$ cat config.mk
export PLATFORM = sky130hd
export DESIGN_NAME = preamble_crc16_frame_parser_unit_flat
export DESIGN_NICKNAME = d
export VERILOG_FILES = /design/src/sv/pcfp_pkg.sv /design/src/sv/pcfp_ifs.sv /design/src/sv/pcfp_in_stage.sv /design/src/sv/pcfp_crc_byte.sv /design/src/sv/pcfp_parser.sv /design/src/sv/pcfp_out_stage.sv /design/src/sv/preamble_crc16_frame_parser_unit.sv /design/src/flat_wrapper.sv
export SDC_FILE = /design/constraint.sdc
export NUM_CORES = 1
export LEC_CHECK = 0
export BUFFER_PORTS_ARGS = -buffer_cell sky130_fd_sc_hd__clkbuf_2
export CAP_MARGIN = 20
export CORE_ASPECT_RATIO = 0.6
export CORE_UTILIZATION = 55
export CTS_CLUSTER_DIAMETER = 40
export DETAILED_ROUTE_END_ITERATION = 6
export GPL_TIMING_DRIVEN = 0
export HOLD_SLACK_MARGIN = 0.06
export PLACE_DENSITY = 0.76
export SLEW_MARGIN = 20
export SYNTH_ARGS = -nofsm -noshare
export SYNTH_HDL_FRONTEND = slang
export SYNTH_SLANG_ARGS = --single-unit
$ cat constraint.sdc
create_clock -name clk -period 6.72 [get_ports clk]
set_input_delay 0.336 -clock clk [delete_from_list [all_inputs] [get_ports clk]]
set_output_delay 0.336 -clock clk [all_outputs]
set_load 0.01 [all_outputs]
$ cat src/sv/pcfp_pkg.sv
// package: types and constants of the preamble crc16 frame parser
package pcfp_pkg;

    localparam logic [31:0] PREAMBLE_RESET = 32'hCFEB0181;
    localparam logic [15:0] CRC_POLY       = 16'h5935;
    localparam logic [2:0]  HEADER_LAST    = 3'd6;

    localparam logic [2:0] ST_MISMATCH   = 3'd0;
    localparam logic [2:0] ST_PARTIAL    = 3'd1;
    localparam logic [2:0] ST_IN_FRAME   = 3'd2;
    localparam logic [2:0] ST_CRC_ERROR  = 3'd3;
    localparam logic [2:0] ST_FRAME_GOOD = 3'd4;

    typedef enum logic [1:0] {
        PH_HUNT,
        PH_HEADER,
        PH_PAYLOAD,
        PH_CRC
    } phase_t;

    typedef struct packed {
        logic [2:0]  status;
        logic [7:0]  payload_byte;
        logic        payload_valid;
        logic [7:0]  frame_address;
        logic [15:0] local_port;
        logic [15:0] remote_port;
        logic [9:0]  payload_length;
    } result_t;

endpackage

$ cat src/sv/pcfp_ifs.sv
// channel interfaces: received bytes, parse results, preamble register writes
interface pcfp_in_if;
    logic       valid;
    logic       ready;
    logic [7:0] rx_byte;

    modport source (output valid, output rx_byte, input ready);
    modport sink (input valid, input rx_byte, output ready);
endinterface

interface pcfp_out_if;
    logic        valid;
    logic        ready;
    logic [2:0]  status;
    logic [7:0]  payload_byte;
    logic        payload_valid;
    logic [7:0]  frame_address;
    logic [15:0] local_port;
    logic [15:0] remote_port;
    logic [9:0]  payload_length;

    modport source (
        output valid, output status, output payload_byte, output payload_valid,
        output frame_address, output local_port, output remote_port,
        output payload_length, input ready
    );
    modport sink (
        input valid, input status, input payload_byte, input payload_valid,
        input frame_address, input local_port, input remote_port,
        input payload_length, output ready
    );
endinterface

interface pcfp_cfg_if;
    logic        valid;
    logic        ready;
    logic [31:0] preamble_word;

    modport source (output valid, output preamble_word, input ready);
    modport sink (input valid, input preamble_word, output ready);
endinterface

$ cat src/sv/pcfp_in_stage.sv
// input register: holds one received byte until the parser takes it
module pcfp_in_stage (
    input  logic       clk,
    input  logic       rst_n,
    input  logic       in_valid,
    output logic       in_ready,
    input  logic [7:0] in_byte,
    output logic       held_valid,
    output logic [7:0] held_byte,
    input  logic       take
);
    logic       valid_reg;
    logic       valid_next;
    logic [7:0] byte_reg;

    assign in_ready   = !valid_reg || take;
    assign held_valid = valid_reg;
    assign held_byte  = byte_reg;

    always_comb
    begin
        valid_next = valid_reg;
        if (in_valid && in_ready)
        begin
            valid_next = 1'b1;
        end
        else if (take)
        begin
            valid_next = 1'b0;
        end
    end

    always_ff @(posedge clk or negedge rst_n)
    begin
        if (!rst_n)
        begin
            valid_reg <= 1'b0;
        end
        else
        begin
            valid_reg <= valid_next;
        end
    end

    always_ff @(posedge clk)
    begin
        if (in_valid && in_ready)
        begin
            byte_reg <= in_byte;
        end
    end
endmodule

$ cat src/sv/pcfp_crc_byte.sv
// crc16 update over one byte, msb first
module pcfp_crc_byte (
    input  logic [15:0] crc_in,
    input  logic [7:0]  data,
    output logic [15:0] crc_out
);
    import pcfp_pkg::*;

    always_comb
    begin
        logic [15:0] cur;
        logic        fb;
        cur = crc_in;
        for (int i = 7; i >= 0; i--)
        begin
            fb  = cur[15] ^ data[i];
            cur = {cur[14:0], 1'b0} ^ (fb ? CRC_POLY : 16'h0000);
        end
        crc_out = cur;
    end
endmodule

$ cat src/sv/pcfp_parser.sv
// frame parser: preamble hunt, header capture, payload pass-through, crc check
module pcfp_parser #(
    parameter int MAX_PAYLOAD = 512
) (
    input  logic                clk,
    input  logic                rst_n,
    input  logic                cfg_we,
    input  logic [31:0]         cfg_data,
    input  logic                take,
    input  logic [7:0]          rx_byte,
    output pcfp_pkg::result_t   result
);
    import pcfp_pkg::*;

    localparam int LEN_W = $clog2(MAX_PAYLOAD + 1);
    localparam logic [15:0] MAX_LEN = 16'(MAX_PAYLOAD);

    logic [31:0]      preamble_reg;
    phase_t           phase_reg, phase_next;
    logic [1:0]       pidx_reg, pidx_next;
    logic [2:0]       hcount_reg, hcount_next;
    logic             crc_lo_seen_reg, crc_lo_seen_next;
    logic [LEN_W-1:0] clip_reg, clip_next;
    logic [LEN_W-1:0] pcount_reg, pcount_next;
    logic [15:0]      crc_reg, crc_next;
    logic [7:0]       crc_lo_reg, crc_lo_next;
    logic [55:0]      hdr_reg, hdr_next;

    logic [15:0]      crc_upd;
    logic [7:0]       expect_byte;
    logic [15:0]      len_raw;
    logic [LEN_W+9:0] clip_ext;

    pcfp_crc_byte u_crc (
        .crc_in  (crc_reg),
        .data    (rx_byte),
        .crc_out (crc_upd)
    );

    assign expect_byte = preamble_reg[{~pidx_reg, 3'b000} +: 8];
    assign len_raw     = hdr_reg[15:0];
    assign clip_ext    = {10'd0, clip_reg};

    always_comb
    begin
        phase_next       = phase_reg;
        pidx_next        = pidx_reg;
        hcount_next      = hcount_reg;
        crc_lo_seen_next = crc_lo_seen_reg;
        clip_next        = clip_reg;
        pcount_next      = pcount_reg;
        crc_next         = crc_reg;
        crc_lo_next      = crc_lo_reg;
        hdr_next         = hdr_reg;
        result           = '0;

        case (phase_reg)
            PH_HUNT:
            begin
                if (rx_byte != expect_byte)
                begin
                    pidx_next     = 2'd0;
                    result.status = ST_MISMATCH;
                end
                else if (pidx_reg == 2'd3)
                begin
                    pidx_next     = 2'd0;
                    phase_next    = PH_HEADER;
                    hcount_next   = 3'd0;
                    hdr_next      = '0;
                    crc_next      = '0;
                    result.status = ST_IN_FRAME;
                end
                else
                begin
                    pidx_next     = pidx_reg + 2'd1;
                    result.status = ST_PARTIAL;
                end
            end
            PH_HEADER:
            begin
                crc_next = crc_upd;
                hdr_next[{hcount_reg, 3'b000} +: 8] = rx_byte;
                hcount_next = hcount_reg + 3'd1;
                if (hcount_reg == HEADER_LAST)
                begin
                    // length bytes are already in place by the last header byte
                    clip_next   = (len_raw < MAX_LEN) ? LEN_W'(len_raw)
                                                      : LEN_W'(MAX_PAYLOAD);
                    pcount_next = '0;
                    hcount_next = 3'd0;
                    crc_lo_seen_next = 1'b0;
                    phase_next  = (clip_next != '0) ? PH_PAYLOAD : PH_CRC;
                end
                result.status = ST_IN_FRAME;
            end
            PH_PAYLOAD:
            begin
                crc_next             = crc_upd;
                result.payload_byte  = rx_byte;
                result.payload_valid = 1'b1;
                pcount_next          = pcount_reg + LEN_W'(1);
                if (pcount_next == clip_reg)
                begin
                    crc_lo_seen_next = 1'b0;
                    phase_next       = PH_CRC;
                end
                result.status = ST_IN_FRAME;
            end
            PH_CRC:
            begin
                if (!crc_lo_seen_reg)
                begin
                    crc_lo_next      = rx_byte;
                    crc_lo_seen_next = 1'b1;
                    result.status    = ST_IN_FRAME;
                end
                else
                begin
                    result.status = ({rx_byte, crc_lo_reg} == crc_reg) ? ST_FRAME_GOOD
                                                                        : ST_CRC_ERROR;
                    result.frame_address  = hdr_reg[23:16];
                    result.local_port     = hdr_reg[39:24];
                    result.remote_port    = hdr_reg[55:40];
                    result.payload_length = clip_ext[9:0];
                    crc_lo_seen_next      = 1'b0;
                    phase_next            = PH_HUNT;
                end
            end
            default:
            begin
                phase_next = PH_HUNT;
            end
        endcase
    end

    always_ff @(posedge clk or negedge rst_n)
    begin
        if (!rst_n)
        begin
            preamble_reg    <= PREAMBLE_RESET;
            phase_reg       <= PH_HUNT;
            pidx_reg        <= 2'd0;
            hcount_reg      <= 3'd0;
            crc_lo_seen_reg <= 1'b0;
            clip_reg        <= '0;
            pcount_reg      <= '0;
            crc_reg         <= '0;
            crc_lo_reg      <= '0;
            hdr_reg         <= '0;
        end
        else
        begin
            if (cfg_we)
            begin
                preamble_reg <= cfg_data;
            end
            if (take)
            begin
                phase_reg       <= phase_next;
                pidx_reg        <= pidx_next;
                hcount_reg      <= hcount_next;
                crc_lo_seen_reg <= crc_lo_seen_next;
                clip_reg        <= clip_next;
                pcount_reg      <= pcount_next;
                crc_reg         <= crc_next;
                crc_lo_reg      <= crc_lo_next;
                hdr_reg         <= hdr_next;
            end
        end
    end
endmodule

$ cat src/sv/pcfp_out_stage.sv
// result register: holds one parse result until the consumer takes it
module pcfp_out_stage (
    input  logic              clk,
    input  logic              rst_n,
    input  logic              load,
    input  pcfp_pkg::result_t load_data,
    output logic              can_load,
    output logic              out_valid,
    input  logic              out_ready,
    output pcfp_pkg::result_t out_data
);
    import pcfp_pkg::*;

    logic    valid_reg;
    logic    valid_next;
    result_t data_reg;

    assign can_load  = !valid_reg || out_ready;
    assign out_valid = valid_reg;
    assign out_data  = data_reg;

    always_comb
    begin
        valid_next = valid_reg;
        if (load)
        begin
            valid_next = 1'b1;
        end
        else if (out_ready)
        begin
            valid_next = 1'b0;
        end
    end

    always_ff @(posedge clk or negedge rst_n)
    begin
        if (!rst_n)
        begin
            valid_reg <= 1'b0;
        end
        else
        begin
            valid_reg <= valid_next;
        end
    end

    always_ff @(posedge clk)
    begin
        if (load)
        begin
            data_reg <= load_data;
        end
    end
endmodule

$ cat src/sv/preamble_crc16_frame_parser_unit.sv
// top level of the preamble / length / crc16 frame parser
//
//  channel  modport  payload                                     direction
//  rx       sink     rx_byte                                     byte in
//  result   source   status, payload_byte, payload_valid,
//                    frame_address, local_port, remote_port,
//                    payload_length                              one result per byte
//  cfg      sink     preamble_word                               register write
//
// one byte per cycle sustained while the result side is ready; each byte yields one
// result, registered in the input register and then in the result register
// parse state advances only when a byte moves from the input register into the
// result register, so stalls on the result side simply hold both stages
// reset: preamble register to 0xcfeb0181, hunting for the preamble, both stages empty
// cfg is always ready; a write takes effect on the next byte parsed
module preamble_crc16_frame_parser_unit #(
    parameter int MAX_PAYLOAD = 512
) (
    input  logic              clk,
    input  logic              rst_n,
    pcfp_in_if.sink           rx,
    pcfp_out_if.source        result,
    pcfp_cfg_if.sink          cfg
);
    import pcfp_pkg::*;

    // input register side
    logic       held_valid;
    logic [7:0] held_byte;

    // result register side
    logic       can_load;
    logic       take;
    result_t    parsed;
    result_t    out_data;

    // a byte is parsed in the cycle it leaves the input register
    assign take      = held_valid && can_load;
    assign cfg.ready = 1'b1;

    pcfp_in_stage u_in (
        .clk        (clk),
        .rst_n      (rst_n),
        .in_valid   (rx.valid),
        .in_ready   (rx.ready),
        .in_byte    (rx.rx_byte),
        .held_valid (held_valid),
        .held_byte  (held_byte),
        .take       (take)
    );

    pcfp_parser #(
        .MAX_PAYLOAD (MAX_PAYLOAD)
    ) u_parser (
        .clk      (clk),
        .rst_n    (rst_n),
        .cfg_we   (cfg.valid),
        .cfg_data (cfg.preamble_word),
        .take     (take),
        .rx_byte  (held_byte),
        .result   (parsed)
    );

    pcfp_out_stage u_out (
        .clk       (clk),
        .rst_n     (rst_n),
        .load      (take),
        .load_data (parsed),
        .can_load  (can_load),
        .out_valid (result.valid),
        .out_ready (result.ready),
        .out_data  (out_data)
    );

    // unpack the registered result onto the channel
    assign result.status         = out_data.status;
    assign result.payload_byte   = out_data.payload_byte;
    assign result.payload_valid  = out_data.payload_valid;
    assign result.frame_address  = out_data.frame_address;
    assign result.local_port     = out_data.local_port;
    assign result.remote_port    = out_data.remote_port;
    assign result.payload_length = out_data.payload_length;
endmodule

$ cat src/flat_wrapper.sv
// flat-port wrapper written by rule: the top's interface ports become plain ports
module preamble_crc16_frame_parser_unit_flat import pcfp_pkg::*;
#(
    parameter int MAX_PAYLOAD = 512
)
  (clk, rst_n, rx_valid, rx_rx_byte, rx_ready, result_valid, result_status, result_payload_byte, result_payload_valid, result_frame_address, result_local_port, result_remote_port, result_payload_length, result_ready, cfg_valid, cfg_preamble_word, cfg_ready);
  pcfp_in_if rx_i ();
  pcfp_out_if result_i ();
  pcfp_cfg_if cfg_i ();
  input  logic clk;
  input  logic rst_n;
  input wire logic [$bits(rx_i.valid)-1:0] rx_valid;
  input wire logic [$bits(rx_i.rx_byte)-1:0] rx_rx_byte;
  output wire logic [$bits(rx_i.ready)-1:0] rx_ready;
  output wire logic [$bits(result_i.valid)-1:0] result_valid;
  output wire logic [$bits(result_i.status)-1:0] result_status;
  output wire logic [$bits(result_i.payload_byte)-1:0] result_payload_byte;
  output wire logic [$bits(result_i.payload_valid)-1:0] result_payload_valid;
  output wire logic [$bits(result_i.frame_address)-1:0] result_frame_address;
  output wire logic [$bits(result_i.local_port)-1:0] result_local_port;
  output wire logic [$bits(result_i.remote_port)-1:0] result_remote_port;
  output wire logic [$bits(result_i.payload_length)-1:0] result_payload_length;
  input wire logic [$bits(result_i.ready)-1:0] result_ready;
  input wire logic [$bits(cfg_i.valid)-1:0] cfg_valid;
  input wire logic [$bits(cfg_i.preamble_word)-1:0] cfg_preamble_word;
  output wire logic [$bits(cfg_i.ready)-1:0] cfg_ready;
  assign rx_i.valid = rx_valid;
  assign rx_i.rx_byte = rx_rx_byte;
  assign rx_ready = rx_i.ready;
  assign result_valid = result_i.valid;
  assign result_status = result_i.status;
  assign result_payload_byte = result_i.payload_byte;
  assign result_payload_valid = result_i.payload_valid;
  assign result_frame_address = result_i.frame_address;
  assign result_local_port = result_i.local_port;
  assign result_remote_port = result_i.remote_port;
  assign result_payload_length = result_i.payload_length;
  assign result_i.ready = result_ready;
  assign cfg_i.valid = cfg_valid;
  assign cfg_i.preamble_word = cfg_preamble_word;
  assign cfg_ready = cfg_i.ready;
  preamble_crc16_frame_parser_unit #(.MAX_PAYLOAD(MAX_PAYLOAD)) u_core (.clk(clk), .rst_n(rst_n), .rx(rx_i), .result(result_i), .cfg(cfg_i));
endmodule
After elaboration in Yosys (flattened, before gate mapping)
Cells that the tools add are included.
{"block": "word_totals", "output_inout_bits": 65, "ff_bits": 212, "word_cells": 128}
{"block": "classes", "n_eq_ne": 13, "shift": 3, "n_reduce_logical": 24, "n_bitwise": 18, "n_lt_le_gt_ge": 1, "muxes": 45, "n_addsub": 4}
{"cell": "XOR 16 bit", "n": 8}
{"cell": "2-to-1 mux 15 bit", "n": 8}
{"cell": "2-to-1 mux 56 bit", "n": 2}
{"cell": "one-hot mux 56 bit (2 select lines)", "n": 1}
{"cell": "bitwise mux 56 bit", "n": 1}
{"cell": "variable shift 8 x 8 -> 56 bit (first input constant)", "n": 1}
{"cell": "variable part select 8 x 8 -> 56 bit", "n": 1}
{"cell": "2-to-1 mux 16 bit", "n": 2}
{"cell": "one-hot mux 16 bit (2 select lines)", "n": 1}
{"cell": "variable part select 32 x 6 -> 8 bit", "n": 1}
{"cell": "2-to-1 mux 10 bit", "n": 2}
{"cell": "one-hot mux 10 bit (2 select lines)", "n": 1}
{"cell": "2-to-1 mux 2 bit", "n": 9}
{"cell": "equality test 16 bit", "n": 1}
{"cell": "< comparator 16 x 10 -> 1 bit (second input constant)", "n": 1}
{"cell": "2-to-1 mux 3 bit", "n": 5}
{"cell": "AND reduction 4 bit", "n": 3}
{"cell": "adder 10 x 1 -> 10 bit (second input constant)", "n": 1}
{"cell": "equality test 10 bit", "n": 1}
{"cell": "inequality test 2 bit (second input constant)", "n": 5}
{"cell": "nonzero test 10 bit", "n": 1}
{"cell": "nonzero test 2 bit", "n": 5}
{"cell": "2-to-1 mux 1 bit", "n": 9}
{"cell": "one-hot mux 3 bit (3 select lines)", "n": 1}
{"cell": "22 further kinds", "n": 37}

Longest topological paths before layout
Gate-level depths: netlist (run 1).
{"block": "depth", "word_depth": 25, "mapped_depth": 12}

By module
A second synthesis (run 1) with hierarchy kept.
{"block": "hier_totals", "hier_cells": 813, "area_unflattened_um2": 9845.7}
{"module": "pcfp_parser", "seq_area_each_um2": 3522.1, "cells_per_inst": 688, "n_inst": 1, "area_per_inst_um2": 7101.8}
{"module": "pcfp_out_stage", "seq_area_each_um2": 1886.8, "cells_per_inst": 65, "n_inst": 1, "area_per_inst_um2": 1909.3}
{"module": "pcfp_crc_byte", "seq_area_each_um2": 0.0, "cells_per_inst": 45, "n_inst": 1, "area_per_inst_um2": 523.0}
{"module": "pcfp_in_stage", "seq_area_each_um2": 265.3, "cells_per_inst": 12, "n_inst": 1, "area_per_inst_um2": 294.0}
{"module": "preamble_crc16_frame_parser_unit", "seq_area_each_um2": 0.0, "cells_per_inst": 3, "n_inst": 1, "area_per_inst_um2": 17.5}

Worst setup path after synthesis (run 1)
No wires, ideal clock.
{"block": "synth_path", "path_type": "register to register", "startpoint": "register u_core.u_out.valid_reg, in the netlist u_core.u_out.out_valid", "endpoint": "register u_core.u_parser.pcount_reg[5]", "required_ns": 6.586, "arrival_time_ns": 2.613, "n_path_buf": 3, "stages_incl_launch_ff": 11, "period_less_slack_ns": 2.747, "setup_slack_ns": 3.973, "path_cell_list": "dfrtp_1 nand2b_1 and2_1 buf_2 and2_1 clkbuf_1 nand2_1 and2_1 clkbuf_1 o21ai_0 o31ai_1"}
{"block": "synth_via", "elab_chain_len": 4}
{"element": "start: declaration", "line_no": "pcfp_out_stage.sv:14", "source": "logic valid_reg;"}
{"element": "start signal: assignment", "line_no": "pcfp_out_stage.sv:43", "source": "valid_reg <= valid_next;"}
{"element": "zero test 1 bit", "line_no": "pcfp_out_stage.sv:18", "source": "assign can_load = !valid_reg || out_ready;"}
{"element": "logical OR 1 bit", "line_no": "pcfp_out_stage.sv:18"}
{"element": "logical AND 1 bit", "line_no": "preamble_crc16_frame_parser_unit.sv:38", "source": "assign take = held_valid && can_load;"}
{"element": "net u_core.take", "line_no": "preamble_crc16_frame_parser_unit.sv:33", "source": "logic take;"}
{"element": "AND reduction 3 bit (no source line)"}
{"element": "end signal: assignment", "line_no": "pcfp_parser.sv:165", "source": "pcount_reg <= pcount_next;"}
{"element": "end: declaration", "line_no": "pcfp_parser.sv:24", "source": "logic [LEN_W-1:0] pcount_reg, pcount_next;"}
The timed path passes the listed nets, and every way through them passes these cells.
A chain may end at the register's enable or synchronous reset.

Worst setup path in the final report (run 1)
{"block": "layout_path", "startpoint": "register u_core.u_parser.pidx_reg[1]", "endpoint": "register u_core.u_parser.hdr_reg[47]"}
{"block": "layout_via", "elab_chain_len": 5, "elab_cells_between_ends": 7, "cone_classes": "eq/ne (4); shift (1); bitwise (1); reduce/logical (1)"}
{"element": "start: declaration", "line_no": "pcfp_parser.sv:20", "source": "logic [1:0] pidx_reg, pidx_next;"}
{"element": "start signal: assignment", "line_no": "pcfp_parser.sv:161", "source": "pidx_reg <= pidx_next;"}
{"element": "NOT 2 bit", "line_no": "pcfp_parser.sv:40", "source": "assign expect_byte = preamble_reg[{~pidx_reg, 3'b000} +: 8];"}
{"element": "variable part select 32 x 6 -> 8 bit", "line_no": "pcfp_parser.sv:40"}
{"element": "inequality test 8 bit", "line_no": "pcfp_parser.sv:60", "source": "if (rx_byte != expect_byte)"}
{"element": "inequality test 2 bit (no source line)"}
{"element": "AND reduction 4 bit (no source line) (*)"}
{"element": "end signal: assignment", "line_no": "pcfp_parser.sv:168", "source": "hdr_reg <= hdr_next;"}
{"element": "end: declaration", "line_no": "pcfp_parser.sv:27", "source": "logic [55:0] hdr_reg, hdr_next;"}
Mark *: on every way between the ends. The rest lies on a longest branch, timed or not.

==> impl_results.md, run 1 <==
* Maxcap violations at 0
* WP data arrival at 3.45 ns
* Clock network fraction of total power at between 20% and 30%
* Layout cell share with drive strength beyond 1 at 22.7%
* Core footprint at between 0.015 and 0.02 mm2
* Dominant cell type by area after synthesis: sky130_fd_sc_hd__dfrtp_1
* Number of enable-type register cells in the synthesized netlist at 70
* Final weighted congestion of routability-driven global placement at approximately 0.9
* HP Class: in -> reg
* Slew at the pin with the worst max-slew slack at 0.720 ns
* Syn Nets at just under 900
* Netlist area before placement at around 0.0099 mm2
* Via count of the first global-routing pass at 7002
* Post-Synthesis Mean Instance Area at 12.0 um2
* Detailed router's first-iteration violation count at 716
* Count of pins on the block boundary at 110
* CP startpoint: u_core.u_parser.pidx_reg[1]
* Sw Pwr at between 1.5 and 2 mW
* # hold bufs at CTS at 10
* Internal power component at ~3.1 mW
* Proportion of total power due to net switching at a little over a third
* Cell area reported after detailed placement at between 0.01 and 0.015 mm2
* Register share of total power at around two fifths
* Overflow left after global routing at 0
* Power per unit of standard cell area at around 420 mW/mm2
* Total of flip-flops plus latches after synthesis at roughly 210
* Post-DR wirelength/cell at 20.0 um
* Port Buffers at roughly 110
* Global-route wire length before repair at 38700 um
* Setup repair after global routing missed its margin: false
* Number of buffers created by CTS at 20
* Largest register FFs at 62
* CP Max Fanout at 10
* Area growth syn-to-layout at 16.6%
* Via density per instance at 6.07
* Fmax at roughly 0.32 GHz
* Setup clock skew after layout at roughly 0.014 ns
* H-Tree Level Count at 1
* Count of fill cells added during filler insertion at 1345
* Fraction of registers with async set/reset at 67.0%
* Die boundary width at between 150 and 200 um
* Latest clock arrival within the worst-skew pair at 0.50 ns
* Tightest hold margin at between 0.06 and 0.07 ns
* Final max-slew violation count at 0
* Clock Tree Buf Depth at 3
* TritonCTS clock tree: yes
* Post-Synthesis Cells at ~800
* Multi-input combinational cell area at approximately 0.0039 mm2
* Cell leakage power at between 4 and 5 nW
* Count of unique library cells instantiated by Yosys at 56
* Initial antenna violation count at 1
* Antenna Diode Count at 0
* Post-route cell area at roughly 0.011 mm2
* Data required, critical path at just over 7 ns
* Top-count cell post-synth: sky130_fd_sc_hd__dfrtp_1
* Number of synthesis warnings at 0
* Clock tree sinks at 212
* Total number of nets in the final design at between 1000 and 1500
* Clock transition at the register clock pins on the worst setup and hold paths after CTS at around 0.07 ns
* Setup bufs post-CTS at 0
* Element type at the critical path start: flip-flop
* Result of the run: finished, final reports clean
* Post-route clock period utilization at a little under half
* Shortest period the worst path allows at between 3 and 4 ns
* Vertical extent of the die at 106 um
* GRT Util Overall at a little over a quarter
* Count of TritonRoute iterations in the first routing pass at 5
* Total routed wirelength at approximately 24000 um
* Endpoint kind of the worst setup timing path: flip-flop
* Post-cts resize count at 0
* Final core area utilization at between 60% and 70%
* Post-detailed-route DRC marker count at 0
* Predominant post-synthesis flop cell: sky130_fd_sc_hd__dfrtp_1
* Part of the Yosys area used for sequential elements at a little under three fifths
* Cell types with the highest counts after synthesis: sky130_fd_sc_hd__dfrtp_1, sky130_fd_sc_hd__nand2_1, sky130_fd_sc_hd__edfxtp_1, sky130_fd_sc_hd__nand3_1, sky130_fd_sc_hd__o311ai_1
* Final setup violating endpoints at 0
* Remaining antenna violation count after routing at 0
* CTS root buffer: sky130_fd_sc_hd__clkbuf_16
* Full die area at around 0.018 mm2
* Sequential cell area at ~0.0057 mm2
* Starting density of the core at about 57%
* Top area cells in the synthesized netlist: sky130_fd_sc_hd__dfrtp_1, sky130_fd_sc_hd__edfxtp_1, sky130_fd_sc_hd__o311ai_1
* Setup TNS at 0 ns
* Peak VDD IR at roughly 0.26 mV
* Portion of synthesized cell area occupied by the leading cell type at approximately 32%
* Max-Slew Margin vs Limit at approximately 52%
* Crit Path Class: reg -> reg
* Final number of hold-violating endpoints at 0
* Combinational cell fraction of total power at 36.9%
* Launch point of the worst reg-to-reg path: u_core.u_parser.pidx_reg[1]
* Largest net degree at the start of global routing at 83
* Startpoint of the lowest-slack hold path: cfg_preamble_word[4]
* Dpl hpwl at around 17000 um
* Floorplan row count at 37
* Vias after detailed routing at roughly 7400
## layer usage
| layer | up-vias | routed length, um | track usage, % |
|---|---|---|---|
| met4 | 0 | 330 | 5.34 |
| met2 | 324 | 9900 | 36.8 |
| met3 | 31 | 1880 | 5.30 |
| li1 | 3337 | - | - |
| met1 | 3674 | 12100 | 43.9 |
| met5 | - | 0 | 0 |
## power by group through the flow
stage                     clock network, mW  registers (mW)  logic (mW)
after floorplan                           0            1.85        1.32
after global placement                    0            1.89        1.67
after detailed placement                  0            1.90        1.73
after CTS                              1.14            1.88        1.75
after global routing                   1.20            1.92        1.95
final                                  1.14            1.89        1.77
## cell families after synthesis
| logic type | after synthesis | share of synthesized area [%] |
|---|---|---|
| buffers and inverters | 74 | 3.12 |
| xor gates and xnor gates | 72 | 6.39 |
| AOI/OAI and AO/OA | 125 | 10.3 |
| DFF | 212 | 57.5 |
| muxes | 54 | 7.03 |
| and+or+nand+nor | 276 | 14.3 |
| other | 1 | 0.0380 |
| adders and majority gates | 10 | 1.27 |
## metrics by stage
stage	setup slack (ns)	power, mW	instances
after global placement	2.87	3.57	1165
after detailed placement	3.73	3.63	1167
after floorplan	3.97	3.17	824
after global routing	3.47	5.07	1213
final	3.62	4.80	1213
after CTS	3.68	4.78	1213
## worst paths after layout
path                                                         end  slack [ns]  cells past startpoint
worst max-delay path                 u_core.u_parser.hdr_reg[47]        3.62                     10
worst min-delay path             u_core.u_parser.preamble_reg[4]        0.06                      2
worst max register to register       u_core.u_parser.hdr_reg[47]        3.62                     10
worst min register to register            u_core.u_out.out_valid        0.50                      1
max in group asynchronous       u_core.u_parser.preamble_reg[17]        5.54                      3
min in group asynchronous          u_core.u_parser.pcount_reg[9]        0.37                      2
## cell type report
class	count	share of cell area (%)
flip-flops and latches	212	49.3
multi-input cells	538	33.7
repair buffers	119	6.02
clock buffers	26	4.82
well taps	234	2.55
plain buffers	61	2.27
clock inverters	10	0.838
inverters	13	0.424
## critical path, stage by stage (launching register included)
cell,delay (ns)
sky130_fd_sc_hd__dfrtp_1,0.35
sky130_fd_sc_hd__clkbuf_1,0.45
sky130_fd_sc_hd__mux4_2,0.40
sky130_fd_sc_hd__xnor2_1,0.17
sky130_fd_sc_hd__nand4_1,0.29
sky130_fd_sc_hd__o32ai_2,0.36
sky130_fd_sc_hd__nand2_2,0.22
sky130_fd_sc_hd__buf_2,0.27
sky130_fd_sc_hd__buf_2,0.22
sky130_fd_sc_hd__nand2_1,0.10
sky130_fd_sc_hd__o311ai_1,0.11
## layout by cell type (no fill, tap or decap), types with 12 or more instances in the layout
master and n:
sky130_fd_sc_hd__dfrtp_1 127, sky130_fd_sc_hd__clkbuf_2 106, sky130_fd_sc_hd__nand2_1 83, sky130_fd_sc_hd__edfxtp_1 70
sky130_fd_sc_hd__nand3_1 67, sky130_fd_sc_hd__o311ai_1 56, sky130_fd_sc_hd__and3_1 54, sky130_fd_sc_hd__xnor2_1 50
sky130_fd_sc_hd__mux2_2 42, sky130_fd_sc_hd__clkbuf_1 40, sky130_fd_sc_hd__a22o_1 24, sky130_fd_sc_hd__xor2_1 22
sky130_fd_sc_hd__clkbuf_16 21, sky130_fd_sc_hd__nor2_1 17, sky130_fd_sc_hd__dfstp_2 15, sky130_fd_sc_hd__o21ai_0 14
sky130_fd_sc_hd__inv_1 13, sky130_fd_sc_hd__and2_1 12
Power figures use the tool's default switching activity.
==> run 2: changes to the inputs <==
--- a/config.mk
+++ b/config.mk
@@ -8,7 +8,7 @@
 export BUFFER_PORTS_ARGS = -buffer_cell sky130_fd_sc_hd__clkbuf_2
 export CAP_MARGIN = 20
 export CORE_ASPECT_RATIO = 0.6
-export CORE_UTILIZATION = 55
+export CORE_UTILIZATION = 53
 export CTS_CLUSTER_DIAMETER = 40
 export DETAILED_ROUTE_END_ITERATION = 6
 export GPL_TIMING_DRIVEN = 0
==> constraint.sdc (replaced) <==
create_clock -name clk -period 2.75 [get_ports clk]
set_input_delay 0.1375 -clock clk [delete_from_list [all_inputs] [get_ports clk]]
set_output_delay 0.1375 -clock clk [all_outputs]
set_load 0.01 [all_outputs]
==> impl_results.md, run 2 (synthesis results as in run 1) <==
* Result of the run: complete, but fails checks
* Failing checks: setup timing
* Clock transition at the register clock pins on the worst setup and hold paths after CTS at approximately 0.07 ns
* Met2 wire len at around 11000 um
* Launch point of the worst reg-to-reg path: u_core.u_parser.pidx_reg[0]
* Power per unit of standard cell area at approximately 1000 mW/mm2
* Final instance count without filler cells at 1266
* Core footprint at about 0.018 mm2
* CTS root buffer: sky130_fd_sc_hd__clkbuf_16
* Number of buffers created by CTS at 21
* Fmax at 0.360 GHz
* Full die area at about 0.019 mm2
* Max-Slew Margin vs Limit at a little over half
* Most common cell after layout, fill and taps aside: sky130_fd_sc_hd__dfrtp_1
* HP Class: in -> async
* Largest net degree at the start of global routing at slightly above 80
* PnR worst setup slack at -0.0249 ns
* H-Tree Level Count at 1
* TritonCTS clock tree: yes
* Crit Path Class: reg -> reg
* Vertical extent of the die at 108 um
* Commonest cells after routing, fill and taps aside: sky130_fd_sc_hd__dfrtp_1, sky130_fd_sc_hd__clkbuf_2, sky130_fd_sc_hd__nand2_1, sky130_fd_sc_hd__edfxtp_1, sky130_fd_sc_hd__nand3_1
* Final number of hold-violating endpoints at 0
* Proportion of total power due to net switching at between 30 and 40%
* Post-route cell area at approximately 0.012 mm2
* Initial antenna violation count at 0
* Post-DR wirelength/cell at approximately 21 um
* Final core area utilization at about two thirds
* Maxcap violations at 0
* GRT Util Overall at roughly 28%
* Combinational cell fraction of total power at 39.2%
* Clock network fraction of total power at between 20% and 30%
* Count of TritonRoute iterations in the first routing pass at 5
* Element type at the critical path start: flip-flop
* Final max-slew violation count at 0
* Tightest hold margin at 0.218 ns
* Placed Cells incl. Taps at 1173
* Setup TNS at -0.0707 ns
* Uppermost metal layer occupied by signal nets: met4
* Global-route wire length before repair at 40600 um
* Clock Tree Buf Depth at 3
* Pwr Total at ~12 mW
* Layout cell share with drive strength beyond 1 at a little over a quarter
* Overflow left after global routing at 0
* Starting density of the core at between 50% and 60%
* Setup clock skew after layout at about 0.021 ns
* Register share of total power at a little under two fifths
* Port Buffers at 107
* WP data arrival at approximately 3.2 ns
* Dpl hpwl at between 15000 and 20000 um
* Latest clock arrival within the worst-skew pair at around 0.52 ns
* Via density per instance at just over 6
* Die boundary width at about 180 um
* Pre-CTS worst setup slack at -0.233 ns
* Total number of nets in the final design at 1065
* Cell area reported after detailed placement at about 0.011 mm2
* Largest register FFs at 62
* Post-route clock period utilization at 101%
* Sum of met3 wire segment lengths after detailed routing at 2290 um
* Setup repair after global routing missed its margin: true
* Cell leakage power at 5.24 nW
* Via count of the first global-routing pass at roughly 7300
* Vias after detailed routing at between 7000 and 8000
* Internal power component at about 7.7 mW
* Clock tree sinks at between 200 and 250
* CP Max Fanout at 10
* Shortest period the worst path allows at 2.77 ns
* Slew at the pin with the worst max-slew slack at about 0.7 ns
* CP startpoint: u_core.u_parser.pidx_reg[0]
* Area growth syn-to-layout at 24.5%
* Sw Pwr at approximately 4.6 mW
* Post-detailed-route DRC marker count at 0
* Final weighted congestion of routability-driven global placement at ~0.91
* Final setup violating endpoints at 7
* Routed met1 length at between 10000 and 15000 um
* Detailed router's first-iteration violation count at 703
* Remaining antenna violation count after routing at 0
* Total routed wirelength at approximately 27000 um
* Endpoint kind of the worst setup timing path: flip-flop
* Count of pins on the block boundary at 110
* Peak VDD IR at around 0.55 mV
* Floorplan row count at 38
* Data required, critical path at ~3.1 ns
-- run 2: routing by layer --
metal	GRT usage, %	vias up
li1	-	3437
met1	42.5	3799
met2	39.0	370
met3	7.34	68
met4	7.08	0
met5	0	-
-- run 2: cell type report --
class / instances / area [um2]
Antenna cell: 1 / 2.50
Buffer: 57 / 305
Clock buffer: 29 / 576
Clock inverter: 9 / 82.6
Fill cell: 1317 / 5890
Inverter: 13 / 48.8
Multi-Input combinational cell: 539 / 4130
Sequential cell: 212 / 5680
Tap cell: 240 / 300
Timing Repair Buffer: 166 / 1160
-- run 2: path summary, 6_finish.rpt --
path	to	slack, ns	cells past startpoint
max	u_core.u_parser.hdr_reg[50]	-0.02	9
min	u_core.u_parser.pcount_reg[7]	0.22	2
max reg2reg	u_core.u_parser.hdr_reg[50]	-0.02	9
min reg2reg	u_core.u_out.out_valid	0.50	1
max in group asynchronous	u_core.u_parser.hdr_reg[18]	1.75	3
min in group clk	u_core.u_in.held_byte[1]	0.34	2
-- run 2: power by group through the flow --
stage          registers [mW]  clock network (mW)  logic (mW)
5_1_grt                  4.70                2.97        5.19
3_3_place_gp             4.62                   0        4.12
6_report                 4.63                2.82        4.79
3_5_place_dp             4.64                   0        4.25
4_1_cts                  4.60                2.83        4.36
2_1_floorplan            4.52                   0        3.22
-- run 2: critical path: stages, from the launching register on --
cell and delay, ns:
sky130_fd_sc_hd__dfrtp_2 0.41, sky130_fd_sc_hd__buf_8 0.15, sky130_fd_sc_hd__mux4_2 0.53, sky130_fd_sc_hd__xnor2_1 0.18, sky130_fd_sc_hd__nand4_1 0.14, sky130_fd_sc_hd__buf_4 0.18, sky130_fd_sc_hd__o32ai_4 0.31, sky130_fd_sc_hd__nand2_2 0.17
sky130_fd_sc_hd__buf_2 0.24, sky130_fd_sc_hd__o311ai_2 0.33
-- run 2: repair_timing --
item                                   4_1_cts  5_1_grt
endpoints found under the hold margin      108        0
pin swaps                                    5        6
gates resized for setup                      9       64
hold buffers                                46        0
cloned                                       1        1
setup endpoints to repair                   81       81
buffers inserted                             4        6
